`src/rtl/core/cp437_pkg.sv`:
```
// ----------------------------------------------------------------------------
// cp437_pkg
// Shared constants, tables and types of the text-cell to terminal encoder.
// ----------------------------------------------------------------------------
package cp437_pkg;

    localparam int GFX_SPAN      = 43;
    localparam int MAX_BYTES     = 14;
    localparam int SGR_BYTES     = 10;
    localparam int CS_BYTES      = 3;

    localparam logic [7:0] GFX_FIRST_RESET = 8'd176;
    localparam logic [7:0] ATTR_RESET      = 8'hFF;

    localparam logic [7:0] CH_ESC    = 8'h1B;
    localparam logic [7:0] CH_LPAREN = 8'h28;
    localparam logic [7:0] CH_LBRACK = 8'h5B;
    localparam logic [7:0] CH_SEMI   = 8'h3B;
    localparam logic [7:0] CH_ZERO   = 8'h30;
    localparam logic [7:0] CH_ONE    = 8'h31;
    localparam logic [7:0] CH_THREE  = 8'h33;
    localparam logic [7:0] CH_FOUR   = 8'h34;
    localparam logic [7:0] CH_B      = 8'h42;
    localparam logic [7:0] CH_M      = 8'h6D;

    // Frame of bytes for one character, index 0 goes out first.
    typedef struct packed {
        logic [MAX_BYTES-1:0][7:0] bytes;
        logic [3:0]                len;
    } frame_t;

    // Encoder result: the frame and the state update for the kept settings.
    typedef struct packed {
        frame_t     frame;
        logic       gfx_next;
        logic       attr_write;
    } enc_result_t;

    // DEC special-graphics letter for each entry of the box-drawing range.
    function automatic logic [7:0] dec_gfx_lookup(input logic [5:0] offset);
        logic [7:0] ch;
        unique case (offset)
            6'd0,  6'd1,  6'd2:                          ch = 8'h61;
            6'd3,  6'd10:                                ch = 8'h78;
            6'd4,  6'd5,  6'd6,  6'd9:                   ch = 8'h75;
            6'd7,  6'd8,  6'd11, 6'd15:                  ch = 8'h6B;
            6'd12, 6'd13, 6'd14, 6'd41:                  ch = 8'h6A;
            6'd16, 6'd24, 6'd35, 6'd36:                  ch = 8'h6D;
            6'd17, 6'd26, 6'd31, 6'd32:                  ch = 8'h76;
            6'd18, 6'd27, 6'd33, 6'd34:                  ch = 8'h77;
            6'd19, 6'd22, 6'd23, 6'd28:                  ch = 8'h74;
            6'd20, 6'd29:                                ch = 8'h71;
            6'd21, 6'd30, 6'd39, 6'd40:                  ch = 8'h6E;
            6'd25, 6'd37, 6'd38, 6'd42:                  ch = 8'h6C;
            default:                                     ch = 8'h61;
        endcase
        return ch;
    endfunction

    // RGB bit order of the text mode to ANSI colour number, as an ASCII digit.
    function automatic logic [7:0] colour_digit(input logic [2:0] rgb);
        logic [2:0] ansi;
        ansi = {rgb[0], rgb[1], rgb[2]};
        return {5'b00110, ansi};
    endfunction

endpackage

```
`src/rtl/core/cp437_if.sv`:
```
// ----------------------------------------------------------------------------
// cp437 channel interfaces
// Valid/ready channels for character cells, output bytes and configuration.
// ----------------------------------------------------------------------------
interface cp437_in_if;
    logic       valid;
    logic       ready;
    logic [7:0] char_code;
    logic [7:0] attribute;

    modport source (output valid, output char_code, output attribute, input ready);
    modport sink   (input valid, input char_code, input attribute, output ready);
endinterface

interface cp437_out_if;
    logic       valid;
    logic       ready;
    logic [7:0] out_byte;
    logic       last_byte;

    modport source (output valid, output out_byte, output last_byte, input ready);
    modport sink   (input valid, input out_byte, input last_byte, output ready);
endinterface

interface cp437_cfg_if;
    logic       valid;
    logic       ready;
    logic [7:0] graphics_first_code;

    modport source (output valid, output graphics_first_code, input ready);
    modport sink   (input valid, input graphics_first_code, output ready);
endinterface

```
`src/rtl/core/cp437_to_ansi_escape_encoder_top.sv`:
```
// ----------------------------------------------------------------------------
// cp437_to_ansi_escape_encoder_top
// Text-mode character cell to VT100/ANSI byte stream encoder.
// ----------------------------------------------------------------------------
// The first byte of a cell is offered in the cycle after the cell is taken.
// The output shift register hands out one byte per cycle while the sink is ready;
//   a cell's byte frame holds 1 to 14 bytes.
// The next cell is taken in the cycle its predecessor's last byte leaves.
// Reset: ASCII charset, attribute 0xFF, box-drawing range starts at code 176.
module cp437_to_ansi_escape_encoder_top
    import cp437_pkg::*;
(
    input  logic        clk,
    input  logic        rst_n,
    cp437_in_if.sink    char_in,
    cp437_cfg_if.sink   cfg,
    cp437_out_if.source byte_out
);

    logic        first_code_reg;
    logic [7:0]  first_code_q_reg;
    logic        gfx_active_reg;
    logic [7:0]  kept_attr_reg;
    logic        can_load;
    logic        load;
    enc_result_t enc;

    assign cfg.ready     = 1'b1;
    assign char_in.ready = can_load;
    assign load          = char_in.valid && can_load;

    // Kept settings, and a mark that the range register has been written at least once since reset.
    always_ff @(posedge clk or negedge rst_n)
    begin
        if (!rst_n)
        begin
            first_code_reg   <= 1'b0;
            first_code_q_reg <= GFX_FIRST_RESET;
            gfx_active_reg   <= 1'b0;
            kept_attr_reg    <= ATTR_RESET;
        end
        else
        begin
            if (cfg.valid)
            begin
                first_code_reg   <= 1'b1;
                first_code_q_reg <= cfg.graphics_first_code;
            end
            if (load)
            begin
                gfx_active_reg <= enc.gfx_next;
                if (enc.attr_write)
                begin
                    kept_attr_reg <= char_in.attribute;
                end
            end
        end
    end

    cp437_enc u_enc (
        .char_code  (char_in.char_code),
        .attribute  (char_in.attribute),
        .first_code (first_code_q_reg),
        .gfx_active (gfx_active_reg),
        .kept_attr  (kept_attr_reg),
        .result     (enc)
    );

    cp437_ser u_ser (
        .clk      (clk),
        .rst_n    (rst_n),
        .load     (load),
        .frame    (enc.frame),
        .can_load (can_load),
        .byte_out (byte_out)
    );

    // A taken cell always shows its first byte in the next cycle.
    a_load_shows: assert property (@(posedge clk) disable iff (!rst_n)
        load |=> byte_out.valid)
        else $error("cell taken but no byte offered");

    // Every frame holds at least the character and at most the full escape set.
    a_frame_len: assert property (@(posedge clk) disable iff (!rst_n)
        load |-> (enc.frame.len >= 4'd1 && enc.frame.len <= 4'(MAX_BYTES)))
        else $error("frame length out of range");

    // Once the last byte leaves with no new cell, the output goes quiet.
    a_drain: assert property (@(posedge clk) disable iff (!rst_n)
        (byte_out.valid && byte_out.ready && byte_out.last_byte && !char_in.valid)
        |=> !byte_out.valid)
        else $error("output valid after last byte");

    // The kept attribute only changes when a cell is taken.
    a_attr_hold: assert property (@(posedge clk) disable iff (!rst_n)
        !load |=> $stable(kept_attr_reg))
        else $error("attribute changed without a cell");

    // A range write always sets the written flag.
    a_cfg_mark: assert property (@(posedge clk) disable iff (!rst_n)
        cfg.valid |=> first_code_reg)
        else $error("range write not recorded");

endmodule

```
`src/rtl/core/cp437_enc.sv`:
```
// ----------------------------------------------------------------------------
// cp437_enc
// Builds the whole byte frame for one character cell from the kept state.
// ----------------------------------------------------------------------------
module cp437_enc
    import cp437_pkg::*;
(
    input  logic [7:0]  char_code,
    input  logic [7:0]  attribute,
    input  logic [7:0]  first_code,
    input  logic        gfx_active,
    input  logic [7:0]  kept_attr,
    output enc_result_t result
);

    logic                      in_range;
    logic [5:0]                offset;
    logic                      cs_switch;
    logic                      sgr_needed;
    logic [3:0]                sgr_base;
    logic [3:0]                char_pos;
    logic [SGR_BYTES-1:0][7:0] sgr_seq;
    logic [7:0]                ch;

    // The range end is taken in nine bits so it does not wrap past 255.
    assign in_range   = (char_code >= first_code) &&
                        ({1'b0, char_code} <= ({1'b0, first_code} + 9'(GFX_SPAN - 1)));
    assign offset     = 6'(char_code - first_code);
    assign cs_switch  = in_range != gfx_active;
    assign sgr_needed = attribute != kept_attr;
    assign sgr_base   = cs_switch ? 4'(CS_BYTES) : 4'd0;
    assign char_pos   = sgr_base + (sgr_needed ? 4'(SGR_BYTES) : 4'd0);
    assign ch         = in_range ? dec_gfx_lookup(offset) : char_code;

    assign sgr_seq[0] = CH_ESC;
    assign sgr_seq[1] = CH_LBRACK;
    assign sgr_seq[2] = attribute[7] ? CH_ONE : CH_ZERO;
    assign sgr_seq[3] = CH_SEMI;
    assign sgr_seq[4] = CH_THREE;
    assign sgr_seq[5] = colour_digit(attribute[6:4]);
    assign sgr_seq[6] = CH_SEMI;
    assign sgr_seq[7] = CH_FOUR;
    assign sgr_seq[8] = colour_digit(attribute[2:0]);
    assign sgr_seq[9] = CH_M;

    always_comb
    begin
        result.frame.bytes = '0;
        if (cs_switch)
        begin
            result.frame.bytes[0] = CH_ESC;
            result.frame.bytes[1] = CH_LPAREN;
            result.frame.bytes[2] = in_range ? CH_ZERO : CH_B;
        end
        if (sgr_needed)
        begin
            for (int k = 0; k < SGR_BYTES; k++)
            begin
                result.frame.bytes[sgr_base + 4'(k)] = sgr_seq[k];
            end
        end
        result.frame.bytes[char_pos] = ch;
        result.frame.len  = char_pos + 4'd1;
        result.gfx_next   = in_range;
        result.attr_write = sgr_needed;
    end

endmodule

```
`src/rtl/core/cp437_ser.sv`:
```
// ----------------------------------------------------------------------------
// cp437_ser
// Frame register that hands out one byte per word on the output channel.
// ----------------------------------------------------------------------------
module cp437_ser
    import cp437_pkg::*;
(
    input  logic                clk,
    input  logic                rst_n,
    input  logic                load,
    input  frame_t              frame,
    output logic                can_load,
    cp437_out_if.source         byte_out
);

    logic [MAX_BYTES-1:0][7:0] bytes_reg;
    logic [MAX_BYTES-1:0][7:0] bytes_next;
    logic [3:0]                remaining_reg;
    logic [3:0]                remaining_next;
    logic                      pop;
    logic                      last;

    assign last     = remaining_reg == 4'd1;
    assign pop      = byte_out.valid && byte_out.ready;
    assign can_load = (remaining_reg == 4'd0) || (pop && last);

    assign byte_out.valid     = remaining_reg != 4'd0;
    assign byte_out.out_byte  = bytes_reg[0];
    assign byte_out.last_byte = last;

    always_comb
    begin
        bytes_next     = bytes_reg;
        remaining_next = remaining_reg;
        if (load)
        begin
            bytes_next     = frame.bytes;
            remaining_next = frame.len;
        end
        else if (pop)
        begin
            bytes_next     = bytes_reg >> 8;
            remaining_next = remaining_reg - 4'd1;
        end
    end

    always_ff @(posedge clk or negedge rst_n)
    begin
        if (!rst_n)
        begin
            remaining_reg <= 4'd0;
        end
        else
        begin
            remaining_reg <= remaining_next;
        end
    end

    always_ff @(posedge clk)
    begin
        bytes_reg <= bytes_next;
    end

endmodule

```
`src/flat_wrapper.sv`:
```
// flat-port wrapper written by rule: the top's interface ports become plain ports
module cp437_to_ansi_escape_encoder_top_flat import cp437_pkg::*;
  (clk, rst_n, char_in_valid, char_in_char_code, char_in_attribute, char_in_ready, cfg_valid, cfg_graphics_first_code, cfg_ready, byte_out_valid, byte_out_out_byte, byte_out_last_byte, byte_out_ready);
  cp437_in_if char_in_i ();
  cp437_cfg_if cfg_i ();
  cp437_out_if byte_out_i ();
  input  logic clk;
  input  logic rst_n;
  input wire logic [$bits(char_in_i.valid)-1:0] char_in_valid;
  input wire logic [$bits(char_in_i.char_code)-1:0] char_in_char_code;
  input wire logic [$bits(char_in_i.attribute)-1:0] char_in_attribute;
  output wire logic [$bits(char_in_i.ready)-1:0] char_in_ready;
  input wire logic [$bits(cfg_i.valid)-1:0] cfg_valid;
  input wire logic [$bits(cfg_i.graphics_first_code)-1:0] cfg_graphics_first_code;
  output wire logic [$bits(cfg_i.ready)-1:0] cfg_ready;
  output wire logic [$bits(byte_out_i.valid)-1:0] byte_out_valid;
  output wire logic [$bits(byte_out_i.out_byte)-1:0] byte_out_out_byte;
  output wire logic [$bits(byte_out_i.last_byte)-1:0] byte_out_last_byte;
  input wire logic [$bits(byte_out_i.ready)-1:0] byte_out_ready;
  assign char_in_i.valid = char_in_valid;
  assign char_in_i.char_code = char_in_char_code;
  assign char_in_i.attribute = char_in_attribute;
  assign char_in_ready = char_in_i.ready;
  assign cfg_i.valid = cfg_valid;
  assign cfg_i.graphics_first_code = cfg_graphics_first_code;
  assign cfg_ready = cfg_i.ready;
  assign byte_out_valid = byte_out_i.valid;
  assign byte_out_out_byte = byte_out_i.out_byte;
  assign byte_out_last_byte = byte_out_i.last_byte;
  assign byte_out_i.ready = byte_out_ready;
  cp437_to_ansi_escape_encoder_top u_core (.clk(clk), .rst_n(rst_n), .char_in(char_in_i), .cfg(cfg_i), .byte_out(byte_out_i));
endmodule
```
`config.mk`:
```
export PLATFORM = sky130hd
export DESIGN_NAME = cp437_to_ansi_escape_encoder_top_flat
export DESIGN_NICKNAME = d
export VERILOG_FILES = /design/src/rtl/core/cp437_pkg.sv /design/src/rtl/core/cp437_if.sv /design/src/rtl/core/cp437_to_ansi_escape_encoder_top.sv /design/src/rtl/core/cp437_enc.sv /design/src/rtl/core/cp437_ser.sv /design/src/flat_wrapper.sv
export SDC_FILE = /design/constraint.sdc
export NUM_CORES = 1
export LEC_CHECK = 0
export ABC_AREA = 1
export ABC_CLOCK_PERIOD_IN_PS = 11900
export BUFFER_PORTS_ARGS = -buffer_cell sky130_fd_sc_hd__buf_4
export CAP_MARGIN = 20
export CORE_MARGIN = 5
export CORE_UTILIZATION = 42
export DETAILED_ROUTE_END_ITERATION = 12
export MAX_ROUTING_LAYER = met4
export PLACE_DENSITY = 0.69
export SETUP_SLACK_MARGIN = 0.05
export SYNTH_ARGS = -nofsm -noshare
export SYNTH_HDL_FRONTEND = slang
export SYNTH_HIERARCHICAL = 1
export SYNTH_SLANG_ARGS = --single-unit
```
`constraint.sdc`:
```
create_clock -name clk -period 11.9 [get_ports clk]
set_input_delay 1.785 -clock clk [delete_from_list [all_inputs] [get_ports clk]]
set_output_delay 1.785 -clock clk [all_outputs]
set_load 0.02 [all_outputs]
```
==> flow_summary.ini <==
[outcome]
outcome = finished, final reports clean

[worst_hold_path]
min_path_type = flop to flop

[setup_path]
crit_chain = buf_4, inv_1, ha_1, inv_1, fa_1, nand3_1, nand2_1, nand2_1, nand3b_1, nand2_2, ha_1, inv_1, ha_1, inv_1, nor2_4, inv_2, nor2_1, nand3_1, nand2_1, nand2_1, nand2_1
cp-end-kind = flop
crit_top_cell = nand2_1
cp-start-kind = input pin
worstPathMaxFanout = 15
crit_arrival_ns = 5.53
path_buf_inv = 6
required_ns = 12.19
slowest_delay_ns = 0.61
critPathTopFamily = adder cells
critPathSlowestCell = ha_1
worstSetupPathType = input pin to flop

[floorplanning]
ios = 41
die_h_um = 153
start_util_pct = 42.5
die_w_um = 153
row_count = 52
core_area_sq_um = 20100
die_area_sq_um = 23300

[synthesis]
syn_nets = 1145
synthCells = 1084
synth_edf_count = 112
yosysWarnings = 6
synthArstFlopShare_pct = 15.8
syn-cell-area_sq_um = 8540
synth_ff_type = edfxtp_1
ys_types = 38
ys_seq_elements = 133
avgSynthCellArea_sq_um = 7.88
ys_seq_area_share_pct = 45.7

[clock_tree]
cts-hold-fix-buffers = 0
cts_tree = built
cts-buffers-inserted = 17
clkTransAtPathRegs_ns = 0.06
cts_root_buf = clkbuf_16
numClockSinks = 133
cts_setup_buffers = 0
htreeDepth = 4
cts_resized = 0
insertion_delay_ns = 0.43
clk_path_buf_depth = 2

[power_and_ir_drop]
p_int_mw = 1.40
p_clk_share_pct = 21.2
cellLeakagePower_nw = 4.45
comb_power_share_pct = 39.1
peakVddDrop_mv = 0.117
p_switching_mw = 0.921
p_sw_share_pct = 39.6
seqPwrFrac_pct = 39.8
power_density_nw_per_um2 = 252

[detailed_routing]
ant_nets = 0
vias = 6846
wire_per_inst_um = 14.6
drt_iter0_drc = 696
drc = 0
vias_per_cell = 5.02
drt_first_pass_iters = 5
wl_um = 19900

[timing]
setup_viol = 0
clock_skew_ns = 0.00904
grt_setup_unrepaired = false
slew_headroom_pct = 29.2
hold_viol_final = 0
max_freq_mhz = 191
maxSlewViolCount = 0
tightestPinTransition_ns = 1.06
period_needed_ns = 5.24
fin_ws_ns = 6.66
fin_crit_sh_pct = 44.0
finalSetupTns_ns = 0

[finish]
final_common_cell = nand2_1
n_antenna_cell = 0
mostFrequentLayoutCells = 524 x nand2_1, 112 x edfxtp_1, 86 x inv_1, 61 x nor2_1, 55 x nand3_1
largest_reg_flops = 104
fin_area_sq_um = 9230
fillers = 1992
drive_above_1_share_pct = 13.0
area_growth_pct = 7.98
nets = 1142

[global_routing]
grt_pass1_vias = 6462
antenna_found_initial = 0
grt_overflow = 0
grt_usage_pct = 17.8
grt_max_degree = 110
grt_pass1_wl_um = 32600

[placed_design]
io_buffers = 39
dpl.hpwl_um = 13400
place_congestion = 0.908
dpl_cell_area_sq_um = 8640
pre_cts_ws_ns = 6.33

[run]
drv_cap = 0
-- layout make-up --
class / instances / area (sq um) / area share, %
sequential: 133 / 3900 / 42.3
multi-input combinational: 789 / 3720 / 40.3
clock buffer: 19 / 454 / 4.92
inverter: 96 / 363 / 3.93
timing repair buffer: 44 / 350 / 3.80
tap: 270 / 338 / 3.66
clock inverter: 13 / 101 / 1.10
-- logic make-up (layout without fill, tap and decap cells) --
kind of cell,after synthesis,after routing,share of synthesized area [%]
compound gates,41,41,2.78
xor+xnor,6,6,0.615
fa+ha+maj,32,32,4.77
buf+inv,162,172,10.8
flops,133,133,45.7
other cells,1,1,0.0439
simple gates,709,709,35.3
-- metrics by stage --
stage | total power [mW] | util, % | hold slack [ns] | instances
after global placement | 1.81 | 43.0 | 0.462 | 1331
after CTS | 2.33 | 45.7 | 0.478 | 1363
after floorplan | 1.69 | - | 0.453 | 1084
after global routing | 2.50 | 45.9 | 0.491 | 1364
after detailed placement | 1.83 | 43.0 | 0.468 | 1331
final | 2.32 | 45.9 | 0.476 | 1364
-- routing by layer --
| layer | part of all wire [%] | track usage [%] |
|---|---|---|
| met1 | 43 | 22.8 |
| met2 | 48 | 28.1 |
| met3 | 6.7 | 3.66 |
| met4 | 2.8 | 6.62 |
| met5 | 0 | - |
-- cell usage after synthesis, types with 2 or more instances --
cell | n | share of area (%)
or2_2 | 2 | 0.15
a21oi_2 | 2 | 0.21
dfrtp_1 | 10 | 2.9
nor3_1 | 4 | 0.23
nor2_1 | 61 | 2.7
nand3b_1 | 4 | 0.35
nand2_2 | 13 | 0.95
o21ai_0 | 22 | 1.3
inv_1 | 86 | 3.8
a21oi_1 | 9 | 0.53
o22ai_1 | 3 | 0.22
ha_1 | 31 | 4.5
buf_4 | 43 | 3.8
nand2_1 | 524 | 23
edfxtp_1 | 112 | 39
buf_6 | 18 | 2.4
nand2_4 | 5 | 0.66
xor2_1 | 6 | 0.62
nand4_1 | 15 | 1.1
inv_2 | 8 | 0.35
nand3_1 | 55 | 3.2
nand3_2 | 16 | 1.9
dfstp_2 | 11 | 3.4
nor2_2 | 5 | 0.37
nor2_4 | 3 | 0.40
buf_2 | 3 | 0.18
clkinv_1 | 2 | 0.088
-- power by group through the flow --
stage	Combinational [mW]	Clock, mW	Sequential, mW
after CTS	0.903	0.502	0.924
after global placement	0.881	0	0.926
after detailed placement	0.900	0	0.932
final	0.908	0.491	0.923
after global routing	1.03	0.524	0.945
after floorplan	0.775	0	0.912
-- path summary, 6_finish.rpt --
kind | start | endpoint | slack (ns) | depth (start not counted)
max in group asynchronous | rst_n | u_core/kept_attr_reg[4]$_DFFE_PN1P_ | 10.38 | 1
min | u_core/kept_attr_reg[3]$_DFFE_PN1P_ | u_core/kept_attr_reg[3]$_DFFE_PN1P_ | 0.48 | 2
max reg2reg | u_core/first_code_q_reg[1]$_DFFE_PN0P_ | u_core/u_ser/bytes_reg[42]$_DFFE_PP_ | 7.32 | 21
max | char_in_char_code[0] | u_core/u_ser/bytes_reg[42]$_DFFE_PP_ | 6.66 | 21
min in group asynchronous | rst_n | u_core/first_code_q_reg[3]$_DFFE_PN0P_ | 1.24 | 1
min reg2reg | u_core/kept_attr_reg[3]$_DFFE_PN1P_ | u_core/kept_attr_reg[3]$_DFFE_PN1P_ | 0.48 | 2
-- tightest hold or removal path, stage by stage (launching register included) --
cell and delay [ns]:
dfstp_2 0.37, nand2_1 0.05, nand2_1 0.05
Power figures use the tool's default switching activity.
